### src/rtl/s2i_pkg.sv
// Shared types, constants and the digit decoder for the string-to-integer parser.
`timescale 1ns / 1ps

package s2i_pkg;

    // Field widths fixed by the interface
    localparam int CHAR_BITS     = 8;
    localparam int BASE_BITS     = 6;
    localparam int VALUE_BITS    = 64;
    localparam int CONSUMED_BITS = 16;

    // Default width of the character position counter
    localparam int POSITION_BITS_DEF = 16;

    // Depth of the queue between the classifier and the accumulator
    localparam int QUEUE_DEPTH = 4;

    // Largest reported consumed count
    localparam logic [CONSUMED_BITS-1:0] CONSUMED_MAX = '1;

    // Radix values
    localparam logic [BASE_BITS-1:0] BASE_AUTO = 6'd0;
    localparam logic [BASE_BITS-1:0] BASE_OCT  = 6'd8;
    localparam logic [BASE_BITS-1:0] BASE_DEC  = 6'd10;
    localparam logic [BASE_BITS-1:0] BASE_HEX  = 6'd16;
    localparam logic [BASE_BITS-1:0] BASE_MAX  = 6'd36;

    // Digit code for a character that is no digit at all (above every radix)
    localparam logic [BASE_BITS-1:0] DIGIT_NONE = 6'd63;

    // Character codes
    localparam logic [CHAR_BITS-1:0] CH_SPACE   = 8'h20;
    localparam logic [CHAR_BITS-1:0] CH_TAB     = 8'h09;
    localparam logic [CHAR_BITS-1:0] CH_MINUS   = 8'h2D;
    localparam logic [CHAR_BITS-1:0] CH_PLUS    = 8'h2B;
    localparam logic [CHAR_BITS-1:0] CH_ZERO    = 8'h30;
    localparam logic [CHAR_BITS-1:0] CH_NINE    = 8'h39;
    localparam logic [CHAR_BITS-1:0] CH_LOW_A   = 8'h61;
    localparam logic [CHAR_BITS-1:0] CH_LOW_Z   = 8'h7A;
    localparam logic [CHAR_BITS-1:0] CH_UP_A    = 8'h41;
    localparam logic [CHAR_BITS-1:0] CH_UP_Z    = 8'h5A;
    localparam logic [CHAR_BITS-1:0] CH_LOW_X   = 8'h78;
    localparam logic [CHAR_BITS-1:0] CH_UP_X    = 8'h58;

    // One queue entry: a digit to fold in and/or the end of a string
    typedef struct packed {
        logic                     last;
        logic                     digit_en;
        logic [BASE_BITS-1:0]     digit;
        logic [BASE_BITS-1:0]     base;
        logic                     negative;
        logic [CONSUMED_BITS-1:0] consumed;
    } q_entry_t;

    // Case-insensitive digit value, DIGIT_NONE for anything else
    function automatic logic [BASE_BITS-1:0] digit_value(input logic [CHAR_BITS-1:0] ch);
        logic [CHAR_BITS-1:0] d;
        begin
            d = CHAR_BITS'(DIGIT_NONE);
            if (ch >= CH_ZERO && ch <= CH_NINE)
            begin
                d = ch - CH_ZERO;
            end
            else if (ch >= CH_LOW_A && ch <= CH_LOW_Z)
            begin
                d = ch - CH_LOW_A + 8'd10;
            end
            else if (ch >= CH_UP_A && ch <= CH_UP_Z)
            begin
                d = ch - CH_UP_A + 8'd10;
            end
            return d[BASE_BITS-1:0];
        end
    endfunction

endpackage

### src/rtl/s2i_front.sv
// Character classifier: whitespace, sign, prefix and zero skipping, position count.
`timescale 1ns / 1ps

module s2i_front
    import s2i_pkg::*;
#(
    parameter int POSITION_BITS = POSITION_BITS_DEF
)
(
    input  logic                 clk,
    input  logic                 rst_n,
    input  logic                 src_valid,
    output logic                 src_stall,
    input  logic [CHAR_BITS-1:0] char_code,
    input  logic                 last_char,
    input  logic                 number_base_we,
    input  logic [BASE_BITS-1:0] number_base_wdata,
    input  logic                 q_full,
    output logic                 q_push,
    output q_entry_t             q_wdata
);

    typedef enum logic [2:0] {
        PH_WS     = 3'd0,
        PH_SIGN   = 3'd1,
        PH_PRE    = 3'd2,
        PH_PREX   = 3'd3,
        PH_ZEROS  = 3'd4,
        PH_DIGITS = 3'd5,
        PH_DONE   = 3'd6
    } phase_t;

    localparam logic [POSITION_BITS-1:0] POS_MAX = '1;

    phase_t                   phase_reg, phase_next;
    logic                     neg_reg, neg_next;
    logic [BASE_BITS-1:0]     base_reg, base_next;
    logic [POSITION_BITS-1:0] pos_reg, pos_next;
    logic [BASE_BITS-1:0]     number_base_reg;

    logic                     accept;
    logic                     taken;
    logic                     settled;
    logic                     take_digit;
    logic [BASE_BITS-1:0]     dval;
    logic [BASE_BITS-1:0]     base_clamped;
    logic [32:0]              pos_wide;

    assign src_stall = q_full;
    assign accept    = src_valid && !src_stall;
    assign dval      = digit_value(char_code);
    assign base_clamped = (number_base_reg > BASE_MAX) ? BASE_MAX : number_base_reg;

    // Walk the phases this character passes through until one settles it
    always_comb
    begin
        phase_next = phase_reg;
        neg_next   = neg_reg;
        base_next  = base_reg;
        taken      = 1'b0;
        settled    = 1'b0;
        take_digit = 1'b0;

        if (phase_next == PH_WS)
        begin
            if (char_code == CH_SPACE || char_code == CH_TAB)
            begin
                taken   = 1'b1;
                settled = 1'b1;
            end
            else
            begin
                phase_next = PH_SIGN;
            end
        end

        if (!settled && phase_next == PH_SIGN)
        begin
            phase_next = PH_PRE;
            if (char_code == CH_MINUS)
            begin
                neg_next = 1'b1;
                taken    = 1'b1;
                settled  = 1'b1;
            end
            else if (char_code == CH_PLUS)
            begin
                taken   = 1'b1;
                settled = 1'b1;
            end
        end

        if (!settled && phase_next == PH_PRE)
        begin
            if (base_clamped == BASE_AUTO)
            begin
                if (char_code == CH_ZERO)
                begin
                    base_next  = BASE_OCT;
                    phase_next = PH_PREX;
                    taken      = 1'b1;
                    settled    = 1'b1;
                end
                else
                begin
                    base_next  = BASE_DEC;
                    phase_next = PH_ZEROS;
                end
            end
            else if (base_clamped == BASE_HEX)
            begin
                base_next = BASE_HEX;
                if (char_code == CH_ZERO)
                begin
                    phase_next = PH_PREX;
                    taken      = 1'b1;
                    settled    = 1'b1;
                end
                else
                begin
                    phase_next = PH_ZEROS;
                end
            end
            else
            begin
                base_next  = base_clamped;
                phase_next = PH_ZEROS;
                if (base_clamped == BASE_OCT && char_code == CH_ZERO)
                begin
                    taken   = 1'b1;
                    settled = 1'b1;
                end
            end
        end

        if (!settled && phase_next == PH_PREX)
        begin
            phase_next = PH_ZEROS;
            if (char_code == CH_LOW_X || char_code == CH_UP_X)
            begin
                base_next = BASE_HEX;
                taken     = 1'b1;
                settled   = 1'b1;
            end
        end

        if (!settled && phase_next == PH_ZEROS)
        begin
            if (char_code == CH_ZERO)
            begin
                taken   = 1'b1;
                settled = 1'b1;
            end
            else
            begin
                phase_next = PH_DIGITS;
            end
        end

        if (!settled && phase_next == PH_DIGITS)
        begin
            if (dval < base_next)
            begin
                take_digit = 1'b1;
                taken      = 1'b1;
            end
            else
            begin
                phase_next = PH_DONE;
            end
            settled = 1'b1;
        end
    end

    // Saturating position, and its 16-bit report
    always_comb
    begin
        pos_next = pos_reg;
        if (taken && pos_reg != POS_MAX)
        begin
            pos_next = pos_reg + 1'b1;
        end
        pos_wide = 33'(pos_next);
    end

    // Queue entry for a digit or the end of a string
    always_comb
    begin
        q_push           = accept && (take_digit || last_char);
        q_wdata.last     = last_char;
        q_wdata.digit_en = take_digit;
        q_wdata.digit    = dval;
        q_wdata.base     = base_next;
        q_wdata.negative = neg_next;
        q_wdata.consumed = (pos_wide > 33'(CONSUMED_MAX)) ? CONSUMED_MAX
                                                          : pos_wide[CONSUMED_BITS-1:0];
    end

    // Parse state and radix register
    always_ff @(posedge clk or negedge rst_n)
    begin
        if (!rst_n)
        begin
            phase_reg       <= PH_WS;
            neg_reg         <= 1'b0;
            base_reg        <= BASE_AUTO;
            pos_reg         <= '0;
            number_base_reg <= BASE_DEC;
        end
        else
        begin
            if (number_base_we)
            begin
                number_base_reg <= number_base_wdata;
            end
            if (accept)
            begin
                if (last_char)
                begin
                    phase_reg <= PH_WS;
                    neg_reg   <= 1'b0;
                    base_reg  <= BASE_AUTO;
                    pos_reg   <= '0;
                end
                else
                begin
                    phase_reg <= phase_next;
                    neg_reg   <= neg_next;
                    base_reg  <= base_next;
                    pos_reg   <= pos_next;
                end
            end
        end
    end

endmodule

### src/rtl/s2i_queue.sv
// Short queue of digit and end-of-string entries between classifier and accumulator.
`timescale 1ns / 1ps

module s2i_queue
    import s2i_pkg::*;
(
    input  logic     clk,
    input  logic     rst_n,
    input  logic     push,
    input  q_entry_t wdata,
    output logic     full,
    input  logic     pop,
    output logic     empty,
    output q_entry_t head
);

    localparam int PTR_BITS = (QUEUE_DEPTH > 1) ? $clog2(QUEUE_DEPTH) : 1;
    localparam int CNT_BITS = $clog2(QUEUE_DEPTH + 1);
    localparam logic [PTR_BITS-1:0] PTR_LAST = PTR_BITS'(QUEUE_DEPTH - 1);
    localparam logic [CNT_BITS-1:0] CNT_FULL = CNT_BITS'(QUEUE_DEPTH);

    q_entry_t             entries_reg [QUEUE_DEPTH];
    logic [PTR_BITS-1:0]  wr_ptr_reg;
    logic [PTR_BITS-1:0]  rd_ptr_reg;
    logic [CNT_BITS-1:0]  count_reg;

    assign full  = (count_reg == CNT_FULL);
    assign empty = (count_reg == '0);
    assign head  = entries_reg[rd_ptr_reg];

    // Storage
    always_ff @(posedge clk)
    begin
        if (push)
        begin
            entries_reg[wr_ptr_reg] <= wdata;
        end
    end

    // Pointers and fill count
    always_ff @(posedge clk or negedge rst_n)
    begin
        if (!rst_n)
        begin
            wr_ptr_reg <= '0;
            rd_ptr_reg <= '0;
            count_reg  <= '0;
        end
        else
        begin
            if (push)
            begin
                wr_ptr_reg <= (wr_ptr_reg == PTR_LAST) ? '0 : wr_ptr_reg + 1'b1;
            end
            if (pop)
            begin
                rd_ptr_reg <= (rd_ptr_reg == PTR_LAST) ? '0 : rd_ptr_reg + 1'b1;
            end
            if (push && !pop)
            begin
                count_reg <= count_reg + 1'b1;
            end
            else if (pop && !push)
            begin
                count_reg <= count_reg - 1'b1;
            end
        end
    end

    a_no_push_full: assert property (@(posedge clk) disable iff (!rst_n)
        full |-> !push)
        else $error("queue written while full");

    a_no_pop_empty: assert property (@(posedge clk) disable iff (!rst_n)
        empty |-> !pop)
        else $error("queue read while empty");

endmodule

### src/rtl/s2i_back.sv
// Accumulator: multiply-add of digits, result register with sign applied on output.
`timescale 1ns / 1ps

module s2i_back
    import s2i_pkg::*;
(
    input  logic                     clk,
    input  logic                     rst_n,
    input  logic                     q_empty,
    input  q_entry_t                 q_head,
    output logic                     q_pop,
    output logic                     res_valid,
    input  logic                     res_stall,
    output logic [VALUE_BITS-1:0]    value,
    output logic [CONSUMED_BITS-1:0] consumed
);

    logic [VALUE_BITS-1:0]           acc_reg;
    logic [VALUE_BITS+BASE_BITS-1:0] prod;
    logic [VALUE_BITS-1:0]           acc_next;

    logic                            out_valid_reg;
    logic [VALUE_BITS-1:0]           out_mag_reg;
    logic                            out_neg_reg;
    logic [CONSUMED_BITS-1:0]        out_cons_reg;

    logic                            out_free;

    assign out_free = !out_valid_reg || !res_stall;
    assign q_pop    = !q_empty && (!q_head.last || out_free);

    // Fold one digit into the running value, modulo 2^64
    always_comb
    begin
        prod     = acc_reg * q_head.base;
        acc_next = acc_reg;
        if (q_head.digit_en)
        begin
            acc_next = prod[VALUE_BITS-1:0] + VALUE_BITS'(q_head.digit);
        end
    end

    // Accumulator and result register
    always_ff @(posedge clk or negedge rst_n)
    begin
        if (!rst_n)
        begin
            acc_reg       <= '0;
            out_valid_reg <= 1'b0;
        end
        else
        begin
            if (q_pop && q_head.last)
            begin
                out_valid_reg <= 1'b1;
            end
            else if (out_valid_reg && !res_stall)
            begin
                out_valid_reg <= 1'b0;
            end
            if (q_pop)
            begin
                if (q_head.last)
                begin
                    acc_reg <= '0;
                end
                else
                begin
                    acc_reg <= acc_next;
                end
            end
        end
    end

    always_ff @(posedge clk)
    begin
        if (q_pop && q_head.last)
        begin
            out_mag_reg  <= acc_next;
            out_neg_reg  <= q_head.negative;
            out_cons_reg <= q_head.consumed;
        end
    end

    assign res_valid = out_valid_reg;
    assign value     = out_neg_reg ? (VALUE_BITS'(0) - out_mag_reg) : out_mag_reg;
    assign consumed  = out_cons_reg;

    a_no_overwrite: assert property (@(posedge clk) disable iff (!rst_n)
        (out_valid_reg && res_stall) |-> !(q_pop && q_head.last))
        else $error("held result overwritten");

    a_acc_cleared: assert property (@(posedge clk) disable iff (!rst_n)
        (q_pop && q_head.last) |=> (acc_reg == '0))
        else $error("accumulator not cleared after end of string");

endmodule

### src/rtl/string_to_integer_parser.sv
// Streaming strtoull-style parser: top level joining classifier, queue and accumulator.
// Throughput: one character beat per cycle, sustained while the result side takes results.
// On an accepted last_char beat the classifier writes the queue; the accumulator then pops
// that entry and registers the result, which raises res_valid.
// The classifier and the 4-entry queue set the rate; src_stall rises only with the queue full.
// Reset (rst_n, asynchronous, active low) clears parse state and sets the radix to 10.
`timescale 1ns / 1ps

module string_to_integer_parser
    import s2i_pkg::*;
#(
    parameter int POSITION_BITS = POSITION_BITS_DEF
)
(
    input  logic                     clk,
    input  logic                     rst_n,
    input  logic                     number_base_we,
    input  logic [BASE_BITS-1:0]     number_base_wdata,
    input  logic                     src_valid,
    output logic                     src_stall,
    input  logic [CHAR_BITS-1:0]     char_code,
    input  logic                     last_char,
    output logic                     res_valid,
    input  logic                     res_stall,
    output logic [VALUE_BITS-1:0]    value,
    output logic [CONSUMED_BITS-1:0] consumed
);

    logic     q_push;
    logic     q_pop;
    logic     q_full;
    logic     q_empty;
    q_entry_t q_wdata;
    q_entry_t q_head;

    // Classifier
    s2i_front #(
        .POSITION_BITS (POSITION_BITS)
    ) u_front (
        .clk               (clk),
        .rst_n             (rst_n),
        .src_valid         (src_valid),
        .src_stall         (src_stall),
        .char_code         (char_code),
        .last_char         (last_char),
        .number_base_we    (number_base_we),
        .number_base_wdata (number_base_wdata),
        .q_full            (q_full),
        .q_push            (q_push),
        .q_wdata           (q_wdata)
    );

    // Decoupling queue
    s2i_queue u_queue (
        .clk   (clk),
        .rst_n (rst_n),
        .push  (q_push),
        .wdata (q_wdata),
        .full  (q_full),
        .pop   (q_pop),
        .empty (q_empty),
        .head  (q_head)
    );

    // Accumulator and result
    s2i_back u_back (
        .clk       (clk),
        .rst_n     (rst_n),
        .q_empty   (q_empty),
        .q_head    (q_head),
        .q_pop     (q_pop),
        .res_valid (res_valid),
        .res_stall (res_stall),
        .value     (value),
        .consumed  (consumed)
    );

endmodule

### config.mk
export PLATFORM = sky130hd
export DESIGN_NAME = string_to_integer_parser
export DESIGN_NICKNAME = d
export VERILOG_FILES = /design/src/rtl/s2i_pkg.sv /design/src/rtl/s2i_front.sv /design/src/rtl/s2i_queue.sv /design/src/rtl/s2i_back.sv /design/src/rtl/string_to_integer_parser.sv
export SDC_FILE = /design/constraint.sdc
export NUM_CORES = 1
export LEC_CHECK = 0
export BUFFER_PORTS_ARGS = -buffer_cell sky130_fd_sc_hd__buf_4
export CAP_MARGIN = 5
export CORE_UTILIZATION = 55
export DETAILED_ROUTE_END_ITERATION = 16
export GPL_ROUTABILITY_DRIVEN = 0
export PLACE_DENSITY = 0.77
export REMOVE_ABC_BUFFERS = 1
export SLEW_MARGIN = 20
export SYNTH_ARGS = -nofsm -noshare
export SYNTH_HDL_FRONTEND = slang
export SYNTH_SLANG_ARGS = --single-unit
### constraint.sdc
create_clock -name clk -period 7.3 [get_ports clk]
set_input_delay 0.73 -clock clk [delete_from_list [all_inputs] [get_ports clk]]
set_output_delay 0.73 -clock clk [all_outputs]
set_load 0.005 [all_outputs]
# Word-level counts from Yosys, hierarchy flattened
# Memories as Yosys holds them, arrays and structs flattened.
# Cells that the tools add are included.
totals:
  ff_bits: 185
  ramBits: 124
  out_inout_bits: 82
  word_cells: 152
  mem_count: 1
mem_list:
  columns: ["memory", "depth", "word_bits", "rd", "rd_clocked_by_memory_dff", "wr", "line", "rtl"]
  rows:
  - ["u_queue.entries_reg", 4, 31, 1, 0, 1, "s2i_queue.sv:22", "q_entry_t entries_reg [QUEUE_DEPTH];"]
op_classes:
  n_addsub: 12
  multipliers: 1
  order_cmp: 9
  eq_ne: 18
  n_mux: 59
  n_reduce_logical: 39
op_table:
  columns: ["operator", "n"]
  rows:
  - ["two-way mux 64 bit", 3]
  - ["adder 64 x 6 -> 64 bit", 1]
  - ["multiplier 64 x 6 -> 64 bit", 1]
  - ["subtractor 1 x 64 -> 64 bit (first input constant)", 1]
  - ["two-way mux 6 bit", 10]
  - ["two-way mux 16 bit", 3]
  - ["two-way mux 3 bit", 15]
  - ["equality test 8 x 6 -> 1 bit (second input constant)", 4]
  - ["two-way mux 1 bit", 25]
  - ["logical AND 1 bit", 17]
  - ["adder 16 x 1 -> 16 bit (second input constant)", 1]
  - ["equality test 8 x 7 -> 1 bit (second input constant)", 2]
  - ["greater-or-equal comparator 8 x 7 -> 1 bit (second input constant)", 2]
  - ["> comparator 16 bit (second input constant)", 1]
  - ["less-or-equal comparator 8 x 7 -> 1 bit (second input constant)", 2]
  - ["!= test 16 bit (second input constant)", 1]
  - ["adder 6 x 4 -> 6 bit (second input constant)", 2]
  - ["logical NOT 1 bit", 12]
  - ["subtractor 6 bit (second input constant)", 2]
  - ["equality test 3 bit (second input constant)", 3]
  - ["equality test 8 x 4 -> 1 bit (second input constant)", 1]
  - ["greater-or-equal comparator 8 x 6 -> 1 bit (second input constant)", 1]
  - ["less-or-equal comparator 8 x 6 -> 1 bit (second input constant)", 1]
  - ["equality test 3 x 2 -> 1 bit (second input constant)", 2]
  - ["15 further kinds", 25]

# Depth between registers and ports, before layout
# Gate-level depths: netlist of run 1.
depth:
  ltp_word: 26
  mapped_depth: 23
  ltp_nobuf: 23

# Modules after synthesis
# Synthesis of run 1 repeated with hierarchy kept, for this count alone.
hier_totals:
  hier_cells: 2411
  hier_area_um2: 26645.6
modules_own_cells:
  columns: ["module", "instances", "cells_per_inst", "area_per_inst_um2"]
  rows:
  - ["s2i_back", 1, 1868, 18855.6]
  - ["s2i_queue", 1, 199, 4931.0]
  - ["s2i_front", 1, 344, 2859.0]

# Least setup slack after synthesis of run 1
# OpenSTA, ideal clock, no wires.
synth_path:
  kind: "register -> register"
  from: "reg u_queue.rd_ptr_reg[0]"
  to: "reg u_back.acc_reg[57]"
  setup_time_ns: 0.131
  arrival_ns: 6.559
  path_slack_ns: 0.610
  stages_incl_launch_ff: 21
  n_path_buf: 3
  period_less_slack_ns: 6.690
  path_cell_list: "dfrtp_1 clkbuf_1 buf_1 mux4_2 clkbuf_1 nand2_1 fa_1 fa_1 fa_1 inv_1 fa_1 ha_1 a21oi_1 and2_1 a211oi_1 o2111ai_1 o211ai_1 a311o_1 a41o_1 nor4b_1 or3_1"
synth_between:
  elab_chain_len: 5
  word_cells_on_any_way: 8
  classes_between: "add/sub (1); mul (1); mux (2); reduce/logical (3); memory (1)"
synth_lines:
  columns: ["item", "line", "rtl"]
  rows:
  - ["start, declared", "s2i_queue.sv:24", "logic [PTR_BITS-1:0] rd_ptr_reg;"]
  - ["start signal, assigned", "s2i_queue.sv:57", "rd_ptr_reg <= (rd_ptr_reg == PTR_LAST) ? '0 : rd_ptr_reg + 1'b1;"]
  - ["memory (4 x 31 bit) *", null, null]
  - ["multiplier 64 x 6 -> 64 bit", "s2i_back.sv:35", "prod = acc_reg * q_head.base;"]
  - ["adder 64 x 6 -> 64 bit", "s2i_back.sv:39", "acc_next = prod[VALUE_BITS-1:0] + VALUE_BITS'(q_head.digit);"]
  - ["two-way mux 64 bit", "s2i_back.sv:37", "if (q_head.digit_en)"]
  - ["two-way mux 64 bit", "s2i_back.sv:63", "if (q_head.last)"]
  - ["end signal, assigned", "s2i_back.sv:69", "acc_reg <= acc_next;"]
  - ["end, declared", "s2i_back.sv:18", "logic [VALUE_BITS-1:0] acc_reg;"]
# Every way passes the cells marked *; elsewhere a longest branch is shown, timed or not.
# A chain may end at the register's enable or synchronous reset.

# Worst setup path in the final report of run 1
layout_path:
  from: "reg u_queue.rd_ptr_reg[1]"
  to: "reg u_back.out_mag_reg[60] (data pin)"
layout_between:
  elab_chain_len: 4
layout_lines:
  columns: ["item", "line", "rtl"]
  rows:
  - ["memory (4 x 31 bit) *", null, null]
  - ["multiplier 64 x 6 -> 64 bit", "s2i_back.sv:35", null]
  - ["adder 64 x 6 -> 64 bit", "s2i_back.sv:39", null]
  - ["two-way mux 64 bit *", "s2i_back.sv:37", null]
  - ["named net u_back.acc_next[60]", "s2i_back.sv:20", "logic [VALUE_BITS-1:0] acc_next;"]
  - ["end signal, assigned", "s2i_back.sv:79", "out_mag_reg <= acc_next;"]
  - ["end, declared", "s2i_back.sv:23", "logic [VALUE_BITS-1:0] out_mag_reg;"]
# The timed path passes the listed nets; every way through them passes the cells marked *.

==> metrics.md, run 1 <==
| Metric | Value |
|---|---|
| Netlist Area Pre-Place | 26,900 sq um |
| Fin Clk Skew | 0.0226 ns |
| Die Wd | 223 um |
| Worst setup EP type | flop |
| DRC viols | 0 |
| Antenna-violating nets left | 0 |
| Filler cells | 3,920 |
| Slew Limit Fails | 0 |
| Clock slew at reported path FFs | 0.06 ns |
| Largest register FFs | 124 |
| Seq cells post-synth | 309 |
| Die Area | 49,900 sq um |
| Initial Util | 0.560 |
| Top cell type's share of synthesized area | 0.229 |
| P&R area growth vs syn | 8.53% |
| Cell taking the most area after synthesis | edfxtp_1 |
| Hold Path Class | input port to asynchronous set/reset pin |
| Num CTS Buffers | 36 |
| Die height | 223 um |
| Core area | 48,000 sq um |
| First drt pass iteration count | 5 |
| Crit path required time | 7.60 ns |
| Pin count of the biggest net entering global routing | 69 |
| Largest cells by area after synthesis | edfxtp_1, fa_1, dfrtp_1 |
| WL final | 66.5 mm |
| Postcts setup bufs | 0 |
| Hold Vio Cnt, Final | 0 |
| Yosys Warn Count | 0 |
| Share of layout cells above drive strength 1 | 0.101 |
| Num ports | 102 |
| Post-synth top cells | nand2_1, inv_1, fa_1 |
| Antenna violations before repair | 0 |
| IO buf count | 101 |
| Hold buffers post-CTS | 0 |
| Min Clock Period, post-route | 6.64 ns |
| Worst-Skew Late Latency | 0.57 ns |
| # diodes | 0 |
| First-pass GRT wire length | 109 mm |
| Post-synthesis sequential area ratio | 0.325 |
| Most common cell in the netlist | nand2_1 |
| CTS Root Cell | clkbuf_16 |
| CTS resizes | 0 |
| Arrival time of the worst setup path | 6.94 ns |
| CP Max Fanout | 61 |
| Status | finished, final reports clean |
| Grt total ovfl | 0 |
| Post-synth EDFFs | 205 |
| Longest Clk Path Bufs | 3 |
| Setup crit start kind | flop |
| CTS tree | done |
| Routed via count | 20,700 |
| Iter 0 DRT Violations | 1,818 |
| RSZ-0062 raised after global routing | false |
| Endpoints failing setup | 0 |
| Total negative setup slack | 0 ns |
| Avg Inst Size Synth | 9.71 sq um |
| Peak Freq | 151 MHz |
| Routed len/inst | 19.6 um |
| Vias per cell | 6.09 |
| Vias in the first global route | 21,300 |
| Max Cap Violations | 0 |
| Main synth FF type | edfxtp_1 |
| Worst Tran Pin Value | 1.04 ns |
| Ys async rst share | 0.337 |
| Nets | 3,168 |
| CTS H-tree depth | 2 |
| Clk sinks | 309 |
| Mapped Cells | 2,774 |
| Tot GR Track Use | 0.275 |
| Number of cells on the worst reg-to-reg path | 21 |
| DP HPWL | 48.0 mm |
| Max-slew headroom | 0.303 |
| Row cnt | 80 |
| Setup Crit Path Kind | flop to flop |
| Final period utilization | 0.910 |
| Number of library cell types mapped by synthesis | 89 |
-- path summary, 6_finish.rpt --
check / to / start / slack [ns]
hold reg to reg: u_queue.count_reg[2] / u_queue.count_reg[2] / 0.50
min in group clk: u_front.number_base_reg[5] / number_base_wdata[5] / 0.37
setup reg to reg: u_back.out_mag_reg[60] / u_queue.rd_ptr_reg[1] / 0.66
hold / removal: u_front.pos_reg[6] / rst_n / 0.24
setup / recovery: u_back.out_mag_reg[60] / u_queue.rd_ptr_reg[1] / 0.66
max in group asynchronous: u_back.acc_reg[18] / rst_n / 5.77
-- per-layer routing --
layer | global-route usage | share of wire
met5 | 0 | 0
met4 | 0.125 | 0.040
met3 | 0.0477 | 0.081
met2 | 0.455 | 0.48
met1 | 0.354 | 0.40
-- per-stage QoR --
stage	setup WS (ns)	util	cells	area, sq um	hold slack (ns)
2_1_floorplan	-0.132	-	2584	26200	0.434
3_3_place_gp	0.724	0.583	3332	28000	0.483
3_5_place_dp	0.530	0.583	3332	28000	0.482
4_1_cts	0.517	0.608	3398	29200	0.243
5_1_grt	0.0601	0.608	3399	29200	0.292
6_report	0.659	0.608	3399	29200	0.238
-- cell type report --
class / count / area [sq um] / share of cell area
Inverter: 287 / 1080 / 0.0369
Timing Repair Buffer: 134 / 1050 / 0.0360
Clock buffer: 47 / 983 / 0.0336
Tap cell: 615 / 769 / 0.0263
Multi-Input combinational cell: 1988 / 16400 / 0.560
Sequential cell: 309 / 8760 / 0.300
Clock inverter: 19 / 224 / 0.00766
-- kinds of logic after synthesis --
logic type | Yosys count | share of synthesized area
xor+xnor | 141 | 0.0459
flops | 309 | 0.325
simple gates | 907 | 0.152
compound gates | 486 | 0.121
buf+inv | 477 | 0.0684
mux | 62 | 0.0380
fa+ha+maj | 392 | 0.249
-- cells in the final DEF, fill, tap and decap left out, drive strengths merged, types with 91 or more instances in the layout --
master  instances
nand2         569
inv           287
fa            241
edfxtp        205
ha            151
o21ai         141
buf           134
xnor2         111
dfrtp         102
a21oi          91
-- critical path, cell delays in order, from the launching register on --
cell	delay (ns)
dfrtp_1	0.66
mux4_2	0.32
buf_6	0.43
nand2_1	0.17
fa_1	0.56
inv_1	0.05
ha_1	0.28
inv_1	0.05
fa_1	0.50
fa_1	0.54
inv_1	0.04
ha_1	0.33
o21ai_0	0.13
o21ai_0	0.45
a21boi_0	0.29
a2111oi_0	0.52
buf_4	0.22
o21ai_0	0.11
a21oi_1	0.25
o21ai_0	0.16
mux2i_1	0.20
o22ai_1	0.10
Power of run 1 is not shown: default switching activity piles up to over one toggle a cycle in this logic, so the estimate is an artifact.
==> run 2, diff against run 1 <==
--- a/config.mk
+++ b/config.mk
@@ -7,10 +7,10 @@
 export LEC_CHECK = 0
 export BUFFER_PORTS_ARGS = -buffer_cell sky130_fd_sc_hd__buf_4
 export CAP_MARGIN = 5
-export CORE_UTILIZATION = 55
+export CORE_UTILIZATION = 50
 export DETAILED_ROUTE_END_ITERATION = 16
 export GPL_ROUTABILITY_DRIVEN = 0
-export PLACE_DENSITY = 0.77
+export PLACE_DENSITY = 0.72
 export REMOVE_ABC_BUFFERS = 1
 export SLEW_MARGIN = 20
 export SYNTH_ARGS = -nofsm -noshare
==> run 2 against run 1 <==
The run now ends with design-rule violations left. Sequential share of layout area is 0.22 points lower. Sequential cell count unchanged. Cell area increased by 0.74%. Cell count grew 2.2%. Register-to-register slack lost 0.22 ns. Wire length increased by 1.7%. Clock-buffer cell count fell by 5. Non-clock buffer count rose by 1.
==> metrics.md, run 2 (synthesis results as in run 1) <==
| Metric | Value |
|---|---|
| WP buf/inv | 2 (-3) |
| Worst Tran Pin Value | 0.965 ns (-0.0792 ns) |
| Max-slew headroom | 0.356 (+0.0529) |
| Met1 wire length | 28.0 mm (+5.9%) |
| WL final | 67.6 mm (+1.7%) |
| Num ports | 102 (unchanged) |
| Top delay family on crit path | compound AO/OA/AOI/OAI gates |
| Max Cap Violations | 0 (unchanged) |
| Nets | 3,170 (+0.063%) |
| CTS H-tree depth | 2 (unchanged) |
| CP max-delay cell | dfrtp_1 |
| Min Clock Period, post-route | 6.86 ns (+0.219 ns) |
| Routed via count | 20,600 (-0.35%) |
| Failing checks | design-rule violations |
| Pin count of the biggest net entering global routing | 80 (+16%) |
| Number of cells on the worst reg-to-reg path | 18 (-14%) |
| Die height | 234 um (+4.8%) |
| CTS tree | done |
| Largest register FFs | 124 (unchanged) |
| Worst Setup SP | u_queue.rd_ptr_reg[1] |
| Post-layout util | 0.557 (-0.0514) |
| Hold Path Class | input port to asynchronous set/reset pin |
| Slowest stage delay, CP | 0.68 ns (+0.02 ns) |
| Worst-Skew Late Latency | 0.58 ns (about the same) |
| First-pass GRT wire length | 111 mm (+1.8%) |
| Met3 WL | 4.68 mm (-13%) |
| Die Wd | 234 um (+4.8%) |
| R2R Setup Slk | 0.44 ns (-0.22 ns) |
| P&R area growth vs syn | 9.33% |
| Initial Util | 0.509 (-0.0511) |
| Most frequent cells in the layout | nand2_1, inv_1, fa_1 |
| Top routing layer in use | met4 |
| Setup crit start kind | flop |
| Fin Clk Skew | 0.0131 ns (-0.00953 ns) |
| Worst R2R Start | u_queue.rd_ptr_reg[1] |
| Fin cells | 3,474 (+2.2%) |
| Vias in the first global route | 21,400 (+0.019%) |
| CP Max Fanout | 27 (-56%) |
| Num CTS Buffers | 37 (+2.8%) |
| Worst Setup EP | u_back.acc_reg[57] |
| Setup Crit Path Kind | flop to flop |
| Clock slew at reported path FFs | 0.06 ns (about the same) |
| CP most frequent cell | fa_1 |
| Longest Clk Path Bufs | 3 (unchanged) |
| DP HPWL | 48.9 mm (+2.0%) |
| Peak Freq | 146 MHz (-3.2%) |
| Routed len/inst | 19.4 um (-0.54%) |
| Iter 0 DRT Violations | 1,579 (-13%) |
| Postcts setup bufs | 0 (unchanged) |
| Worst path depth | 18 (-14%) |
| Tot GR Track Use | 0.258 (-0.0171) |
| Clk sinks | 309 (unchanged) |
| DRC viols | 8 (+8) |
| Die Area | 54,800 sq um (+9.9%) |
| CP Cell Sequence | mux4_2, buf_4, nand2_1, fa_1, inv_1, fa_1, fa_1, ha_1, ha_1, o21a_1, o21ai_0, a211oi_1, o2111ai_1, o211ai_1, a311o_1, a41o_1, nor4b_1, or3_1 |
| Most common cell after layout, fill and taps aside | nand2_1 |
| Hold Vio Cnt, Final | 0 (unchanged) |
| First drt pass iteration count | 12 (+7) |
| Worst setup EP type | flop |
| CTS Root Cell | clkbuf_16 |
| Grt total ovfl | 0 (unchanged) |
| Metal2 WL | 32.7 mm (+2.1%) |
| Antenna-violating nets left | 0 (unchanged) |
| Final period utilization | 0.940 (+0.0300) |
| RSZ-0062 raised after global routing | false |
| IO buf count | 101 (unchanged) |
| Total negative setup slack | 0 ns (unchanged) |
| Status | finished with violations |
| Core area | 52,900 sq um (+10%) |
| Endpoints failing setup | 0 (unchanged) |
| Crit path required time | 7.76 ns (+0.16 ns) |
| Placed insts | 3,407 (+2.3%) |
| Share of layout cells above drive strength 1 | 0.105 (+0.00388) |
| Slew Limit Fails | 0 (unchanged) |
| Row cnt | 84 (+5.0%) |
| Vias per cell | 5.94 (-2.5%) |
| Arrival time of the worst setup path | 7.32 ns (+0.38 ns) |
| # diodes | 0 (unchanged) |
| Worst r2r dst | u_back.acc_reg[57] |
| Antenna violations before repair | 0 (unchanged) |
run 2: final cells by class:
type,instances,area (sq um)
timing repair buffer,135,1080
sequential,309,8760
clock buffer,42,986
tap,688,861
clock inverter,25,313
inverter,287,1080
fill,4468,23400
multi-input combinational,1988,16400
run 2: stage by stage:
| step | cell area (sq um) | hold WS [ns] | setup WS (ns) |
|---|---|---|---|
| after global routing | 29400 | 0.289 | 0.0280 |
| after global placement | 28100 | 0.474 | 0.217 |
| final | 29400 | 0.230 | 0.440 |
| after detailed placement | 28100 | 0.495 | 0.158 |
| after CTS | 29400 | 0.258 | 0.138 |
| after floorplan | 26200 | 0.434 | -0.132 |
run 2: what timing repair did:
| action | 4_1_cts | 5_1_grt |
|---|---|---|
| setup endpoints to repair | 0 | 23 |
| gates resized for setup | 0 | 3 |
| hold buffers | 0 | 0 |
run 2: worst register-to-register path, delay by kind of cell, from the launching register on:
family          cells  cell delay (ns)
compound gates      7             2.34
simple gates        3             0.68
fa+ha+maj           5             2.24
flops               1             0.68
mux                 1             0.37
buf+inv             2             0.42
run 2: metal layers:
layer	vias to the layer above	global-route usage
met5	-	0
met4	0	0.101
met3	161	0.0412
met2	816	0.433
met1	10300	0.333
li1	9355	-
run 2: worst min-delay path by stage:
stage	startpoint	to	slack [ns]	depth (start not counted)
floorplan	rst_n	u_back.acc_reg[0]	0.43	0
global placement	u_queue.count_reg[2]	u_queue.count_reg[2]	0.47	1
detailed placement	u_front.base_reg[4]	u_front.base_reg[4]	0.49	1
CTS	rst_n	u_front.pos_reg[0]	0.26	1
global route	rst_n	u_front.pos_reg[0]	0.29	1
finish	rst_n	u_front.pos_reg[5]	0.23	1
Power of run 2 is left out for the same reason.
